### src/rtl/b64se_pkg.sv
// shared types, constants and the character table of the base64 stream encoder
// no dependencies
package b64se_pkg;

	localparam int unsigned CharW    = 7;
	localparam int unsigned CharsMax = 4;
	localparam int unsigned QDepth   = 2;
	localparam int unsigned QPtrW    = (QDepth > 1) ? $clog2(QDepth) : 1;
	localparam int unsigned QCntW    = $clog2(QDepth + 1);

	localparam logic [CharW-1:0] PadChar = 7'd61;

	// position within the current three-byte group
	typedef enum logic [2:0] {
		PH_0 = 3'b001,
		PH_1 = 3'b010,
		PH_2 = 3'b100
	} phase_t;

	// one classified byte: the characters it produces and how many
	typedef struct packed {
		logic [CharsMax-1:0][CharW-1:0] chars;
		logic [1:0]                     n_m1;
		logic                           eom;
	} job_t;

	// six-bit group to alphabet character
	function automatic logic [CharW-1:0] sextet_char(input logic [5:0] v);
		logic [CharW-1:0] r;
		priority if (v < 6'd26) r = 7'd65 + {1'b0, v};
		else if (v < 6'd52) r = 7'd97 + {1'b0, v} - 7'd26;
		else if (v < 6'd62) r = 7'd48 + {1'b0, v} - 7'd52;
		else if (v == 6'd62) r = 7'd43;
		else r = 7'd47;
		return r;
	endfunction

endpackage

### src/rtl/b64se_front.sv
// front end: takes bytes, tracks the group phase and leftover bits,
// and builds a job of up to four characters; uses b64se_pkg
module b64se_front import b64se_pkg::*; (
	input  logic       clk,
	input  logic       arst_n,
	input  logic       take,
	input  logic [7:0] data_byte,
	input  logic       end_of_message,
	output job_t       job,
	output phase_t     phase
);

	phase_t     phase_q;
	logic [3:0] left_q;

	always_comb begin
		job.chars = '0;
		job.n_m1  = 2'd0;
		job.eom   = end_of_message;
		unique case (phase_q)
			PH_1: begin
				job.chars[0] = sextet_char({left_q[1:0], data_byte[7:4]});
				if (end_of_message) begin
					job.chars[1] = sextet_char({data_byte[3:0], 2'b00});
					job.chars[2] = PadChar;
					job.n_m1     = 2'd2;
				end
			end
			PH_2: begin
				job.chars[0] = sextet_char({left_q[3:0], data_byte[7:6]});
				job.chars[1] = sextet_char(data_byte[5:0]);
				job.n_m1     = 2'd1;
			end
			default: begin
				job.chars[0] = sextet_char(data_byte[7:2]);
				if (end_of_message) begin
					job.chars[1] = sextet_char({data_byte[1:0], 4'b0000});
					job.chars[2] = PadChar;
					job.chars[3] = PadChar;
					job.n_m1     = 2'd3;
				end
			end
		endcase
	end

	always_ff @(posedge clk or negedge arst_n) begin
		if (!arst_n) begin
			phase_q <= PH_0;
			left_q  <= 4'd0;
		end else if (take) begin
			if (end_of_message) begin
				phase_q <= PH_0;
				left_q  <= 4'd0;
			end else begin
				unique case (phase_q)
					PH_1: begin
						phase_q <= PH_2;
						left_q  <= data_byte[3:0];
					end
					PH_2: begin
						phase_q <= PH_0;
						left_q  <= 4'd0;
					end
					default: begin
						phase_q <= PH_1;
						left_q  <= {2'b00, data_byte[1:0]};
					end
				endcase
			end
		end
	end

	assign phase = phase_q;

endmodule

### src/rtl/b64se_queue.sv
// short job queue between front and back end
// uses b64se_pkg
module b64se_queue import b64se_pkg::*; (
	input  logic             clk,
	input  logic             arst_n,
	input  logic             push,
	input  job_t             push_job,
	input  logic             pop,
	output job_t             head,
	output logic             full,
	output logic             empty,
	output logic [QCntW-1:0] count
);

	job_t             mem_q [QDepth];
	logic [QPtrW-1:0] wr_q;
	logic [QPtrW-1:0] rd_q;
	logic [QCntW-1:0] cnt_q;

	function automatic logic [QPtrW-1:0] ptr_inc(input logic [QPtrW-1:0] p);
		logic [QPtrW-1:0] r;
		if (p == QPtrW'(QDepth - 1)) r = '0;
		else r = p + QPtrW'(1);
		return r;
	endfunction

	always_ff @(posedge clk) begin
		if (push) mem_q[wr_q] <= push_job;
	end

	always_ff @(posedge clk or negedge arst_n) begin
		if (!arst_n) begin
			wr_q  <= '0;
			rd_q  <= '0;
			cnt_q <= '0;
		end else begin
			if (push) wr_q <= ptr_inc(wr_q);
			if (pop) rd_q <= ptr_inc(rd_q);
			if (push && !pop) cnt_q <= cnt_q + QCntW'(1);
			else if (pop && !push) cnt_q <= cnt_q - QCntW'(1);
		end
	end

	assign head  = mem_q[rd_q];
	assign full  = (cnt_q == QCntW'(QDepth));
	assign empty = (cnt_q == '0);
	assign count = cnt_q;

endmodule

### src/rtl/b64se_back.sv
// back end: walks the characters of the head job into the output register
// uses b64se_pkg
module b64se_back import b64se_pkg::*; (
	input  logic             clk,
	input  logic             arst_n,
	input  job_t             head,
	input  logic             head_valid,
	output logic             pop,
	output logic             char_valid,
	input  logic             char_stall,
	output logic [CharW-1:0] out_char,
	output logic             last_char
);

	logic [1:0]       idx_q;
	logic             valid_q;
	logic [CharW-1:0] char_q;
	logic             last_q;
	logic             load;
	logic             at_end;

	assign load   = !valid_q || !char_stall;
	assign at_end = (idx_q == head.n_m1);
	assign pop    = load && head_valid && at_end;

	always_ff @(posedge clk or negedge arst_n) begin
		if (!arst_n) begin
			idx_q   <= 2'd0;
			valid_q <= 1'b0;
		end else if (load) begin
			valid_q <= head_valid;
			if (head_valid) begin
				idx_q <= at_end ? 2'd0 : idx_q + 2'd1;
			end
		end
	end

	always_ff @(posedge clk) begin
		if (load && head_valid) begin
			char_q <= head.chars[idx_q];
			last_q <= head.eom && at_end;
		end
	end

	assign char_valid = valid_q;
	assign out_char   = char_q;
	assign last_char  = last_q;

endmodule

### src/rtl/base64_stream_encoder.sv
// base64 stream encoder top level: front end, job queue and back end
// uses b64se_pkg, b64se_front, b64se_queue, b64se_back
// One byte per item; end_of_message marks the last byte of a message. Each
// byte produces one or two characters, and the last byte of a message two to
// four, the final one with last_char set and the output padded with '=' to a
// multiple of four. A byte is taken whenever the two-entry job queue has
// room; the back end sends one character per cycle while char_stall is low,
// so throughput is set by the output: 4 characters per 3 bytes in a message.
// The first character of a byte is written into the job queue and then into
// the output register before it appears.
module base64_stream_encoder import b64se_pkg::*; (
	input  logic             clk,
	input  logic             arst_n,
	input  logic             item_valid,
	output logic             item_stall,
	input  logic [7:0]       data_byte,
	input  logic             end_of_message,
	output logic             char_valid,
	input  logic             char_stall,
	output logic [CharW-1:0] out_char,
	output logic             last_char
);

	job_t             new_job;
	job_t             head;
	phase_t           phase;
	logic             take;
	logic             pop;
	logic             full;
	logic             empty;
	logic [QCntW-1:0] count;

	assign item_stall = full;
	assign take       = item_valid && !full;

	b64se_front u_front (
		.clk            (clk),
		.arst_n         (arst_n),
		.take           (take),
		.data_byte      (data_byte),
		.end_of_message (end_of_message),
		.job            (new_job),
		.phase          (phase)
	);

	b64se_queue u_queue (
		.clk      (clk),
		.arst_n   (arst_n),
		.push     (take),
		.push_job (new_job),
		.pop      (pop),
		.head     (head),
		.full     (full),
		.empty    (empty),
		.count    (count)
	);

	b64se_back u_back (
		.clk        (clk),
		.arst_n     (arst_n),
		.head       (head),
		.head_valid (!empty),
		.pop        (pop),
		.char_valid (char_valid),
		.char_stall (char_stall),
		.out_char   (out_char),
		.last_char  (last_char)
	);

`ifndef ASSERT_OFF
	a_queue_bound: assert property (@(posedge clk) disable iff (!arst_n)
		count <= QCntW'(QDepth))
		else $error("job queue count out of range");

	a_pop_nonempty: assert property (@(posedge clk) disable iff (!arst_n)
		pop |-> !empty)
		else $error("pop from empty job queue");

	a_eom_resets_phase: assert property (@(posedge clk) disable iff (!arst_n)
		take && end_of_message |=> phase == PH_0)
		else $error("group phase not cleared after last byte");

	a_pad_not_first: assert property (@(posedge clk) disable iff (!arst_n)
		take && !end_of_message |-> new_job.n_m1 != 2'd2 && new_job.n_m1 != 2'd3)
		else $error("padding job built for a byte inside a message");
`endif

endmodule

### config.mk
export PLATFORM = sky130hd
export DESIGN_NAME = base64_stream_encoder
export DESIGN_NICKNAME = d
export VERILOG_FILES = /design/src/rtl/b64se_pkg.sv /design/src/rtl/b64se_front.sv /design/src/rtl/b64se_queue.sv /design/src/rtl/b64se_back.sv /design/src/rtl/base64_stream_encoder.sv
export SDC_FILE = /design/constraint.sdc
export NUM_CORES = 1
export LEC_CHECK = 0
export BUFFER_PORTS_ARGS = -buffer_cell sky130_fd_sc_hd__buf_2
export CORE_ASPECT_RATIO = 0.7
export CORE_MARGIN = 1
export CORE_UTILIZATION = 50
export DETAILED_ROUTE_END_ITERATION = 8
export GPL_TIMING_DRIVEN = 0
export PLACE_DENSITY = 0.67
export REMOVE_ABC_BUFFERS = 1
export SYNTH_ARGS = -nofsm -noshare
export SYNTH_HDL_FRONTEND = slang
export SYNTH_SLANG_ARGS = --single-unit
### constraint.sdc
create_clock -name clk -period 3.3 [get_ports clk]
set_clock_uncertainty 0.15 [all_clocks]
set_input_delay 0.495 -clock clk [delete_from_list [all_inputs] [get_ports clk]]
set_output_delay 0.495 -clock clk [all_outputs]
set_load 0.01 [all_outputs]
==> metrics.txt <==
CP max stage delay=roughly 640 ps; final core utilization=57.96%; element type at the critical path end=flip-flop; min Tclk post-route=2947 ps; Pleak=0.001768 uW; Peak VDD IR=0.5193 mV; Synth Instances=424; final antenna-violating net count=0; vias in the first global route=3,081; Post-synth EDFFs=44; worst-margin pin slew=1051 ps; Slew Limit Fails=0; max cap viols=0; area added between synthesis and finish=11.27%; die area=8608 um2; share of cells above drive strength 1=12.18%; Site Rows=27; largest net degree at the start of global routing=21; die height=77.93 um; crit path launch type=flip-flop; ys async rst share=24.14%; Hold Path Stages=3; part of the cycle the worst path needs=about nine tenths; Crit Path Class=reg -> reg; Top Ports=23; Fmax=0.3393 GHz; RSZ-0062 raised after global routing=no; DRC=0; Max H-tree Level=3; status=finished, final reports clean; Mean Syn Cell Area=9.712 um2; Critical Path, Cell by Cell=inv_1 -> ha_1 -> a21o_1 -> a21oi_1 -> o221ai_1 -> o31a_1 -> o211ai_1; later-pin clock latency in the skew report=330 ps; router iterations before antenna repair=6; routed vias/inst=6.412; Final Hold Viols=0; sequential cell area fraction in the yosys report=between 40% and 50%; Worst Path Buf+Inv=1; port buffer count=22; initial antenna violation count=0; Worst path slowest cell=dfrtp_1; CTS Buf Count=9; TritonCTS clock tree=built; total number of vias=~3,400; gpl congestion=slightly below 0.9; area of the core=just under 8000 um2; root buffer cell=clkbuf_16; worst path required time=3220 ps; Horiz. Die Dim=110.5 um; Initial Utilization=between 50 and 60%; Critical Path AT=2860 ps; synth top area cells=edfxtp_1, dfrtp_1, ha_1, mux4_2, o21ai_0; DP Wirelength=7317 um; first-pass GRT wire length=between 15,000 and 20,000 um; HP Class=in -> reg; total track usage=24.84%; Overflow after GRT=0; Final #Nets=465; ys flop type=edfxtp_1; Reg2Reg Depth=7; Slew HR=29.91%; Synth Cell Area=4118 um2; post-CTS sizing=0; Total Wirelength=10,170 um; post-synth cell types=57; cell taking the most area after synthesis=edfxtp_1; Pwr per Cell Area=851.3 nW/um2; yosys warns=0; DR WL/cell=between 15 and 20 um; crit-path max FO=14; n_diodes=0; clk sinks=58; critical path depth=7; initial detailed-routing violation count=399; Yosys top cell area share=roughly a third; Seq cells post-synth=58; clock buffer depth=2; delay-heaviest family, CP=compound AO/OA/AOI/OAI gates; layout filler cell count=675; clk slew on worst S/H paths=approximately 50 ps; final setup vio count=0; Fin Setup TNS=0 ps
-- logic make-up after synthesis --
family / Yosys count / share of synthesized area [%]
mux: 21 / 7.444
fa+ha+maj: 22 / 6.685
simple gates: 128 / 15.53
flops: 58 / 40.63
buf+inv: 53 / 5.470
xor+xnor: 24 / 5.105
compound gates: 118 / 19.14
-- routing by layer --
layer	share of wire, %	GRT usage [%]
met5	0	0
met4	1.1	8.267
met3	9.2	6.484
met2	42	34.91
met1	47	36.82
-- path summary, 6_finish.rpt --
| path | endpoint | slack [ps] | start |
|---|---|---|---|
| max in group asynchronous | u_front.phase[0]$_DFFE_PN1P_ | 2220 | arst_n |
| min reg2reg | u_back.char_valid$_DFFE_PN0N_ | 340 | u_back.char_valid$_DFFE_PN0N_ |
| min in group asynchronous | u_queue.count[1]$_DFFE_PN0P_ | 480 | arst_n |
| min | u_back.char_valid$_DFFE_PN0N_ | 220 | char_stall |
| max reg2reg | u_queue.mem_q[0][7]$_DFFE_PP_ | 350 | u_front.left_q[0]$_DFFE_PN0P_ |
| max | u_queue.mem_q[0][7]$_DFFE_PP_ | 350 | u_front.left_q[0]$_DFFE_PN0P_ |
-- worst register-to-register path, cell delays in order, from the launching register on --
cell      delay (ps)
dfrtp_1          640
inv_1            210
ha_1             290
a21o_1           190
a21oi_1          460
o221ai_1         190
o31a_1           150
o211ai_1         400
-- report_power, final --
group | internal [uW] | switching, uW
clock | 754 | 307
sequential | 1190 | 235
combinational | 580 | 835
total | 2520 | 1380
-- sequential cells by signal, indices dropped and copies added, names as in the netlist --
| name | flops |
|---|---|
| u_queue.wr_q | 1 |
| u_back.char_valid | 1 |
| u_queue.mem_q | 36 |
| u_back.idx_q | 2 |
| u_queue.rd_q | 1 |
| u_front.left_q | 4 |
| u_queue.count | 2 |
| u_back.last_char | 1 |
| u_front.phase | 3 |
| u_back.out_char | 7 |
-- Yosys cell counts (all sizes together), types with 9 or more instances --
cell,n
nand2,32
nand3,23
edfxtp,44
nor2,20
a21oi,27
inv,25
buf,15
mux2i,10
o21ai,31
ha,22
xnor2,17
nand2b,12
clkbuf,13
dfrtp,13
nor2b,9
o211ai,9
nor3,10
-- through the flow --
stage,power (uW),worst slack (ps),instances,instance area [um2],hold WS (ps)
after floorplan,2381,974.7,396,3986,49.41
after global placement,2790,230.8,519,4223,264.8
after detailed placement,2838,231.2,519,4228,270.3
after CTS,3909,396.4,536,4582,217.2
after global routing,4147,96.08,536,4582,217.6
final,3901,353.0,536,4582,222.6
-- repair_timing --
item | CTS | global route
hold buffers | 1 | 0
setup buffers | 0 | 0
hold endpoints to repair | 13 | 0
-- cells in the final DEF (no fill, tap or decap), types with 12 or more instances in the layout --
master / netlist / final
nor2_1: 20 / 18
nand2b_1: 12 / 12
nand2_1: 32 / 32
inv_1: 25 / 25
buf_2: 12 / 22
xnor2_1: 17 / 17
o21ai_0: 31 / 31
dfrtp_1: 13 / 13
a21oi_1: 27 / 27
ha_1: 22 / 22
edfxtp_1: 44 / 44
nand3_1: 23 / 23
-- final cells by class --
type	instances	area, um2	share of cell area (%)
sequential	58	1673	36.51
multi-input combinational	313	2225	48.55
clock buffer	11	242.7	5.298
clock inverter	5	101.3	2.212
tap	101	126.4	2.758
timing repair buffer	23	120.1	2.622
inverter	25	93.84	2.048
Note: power is estimated with default switching activity, not from simulation.
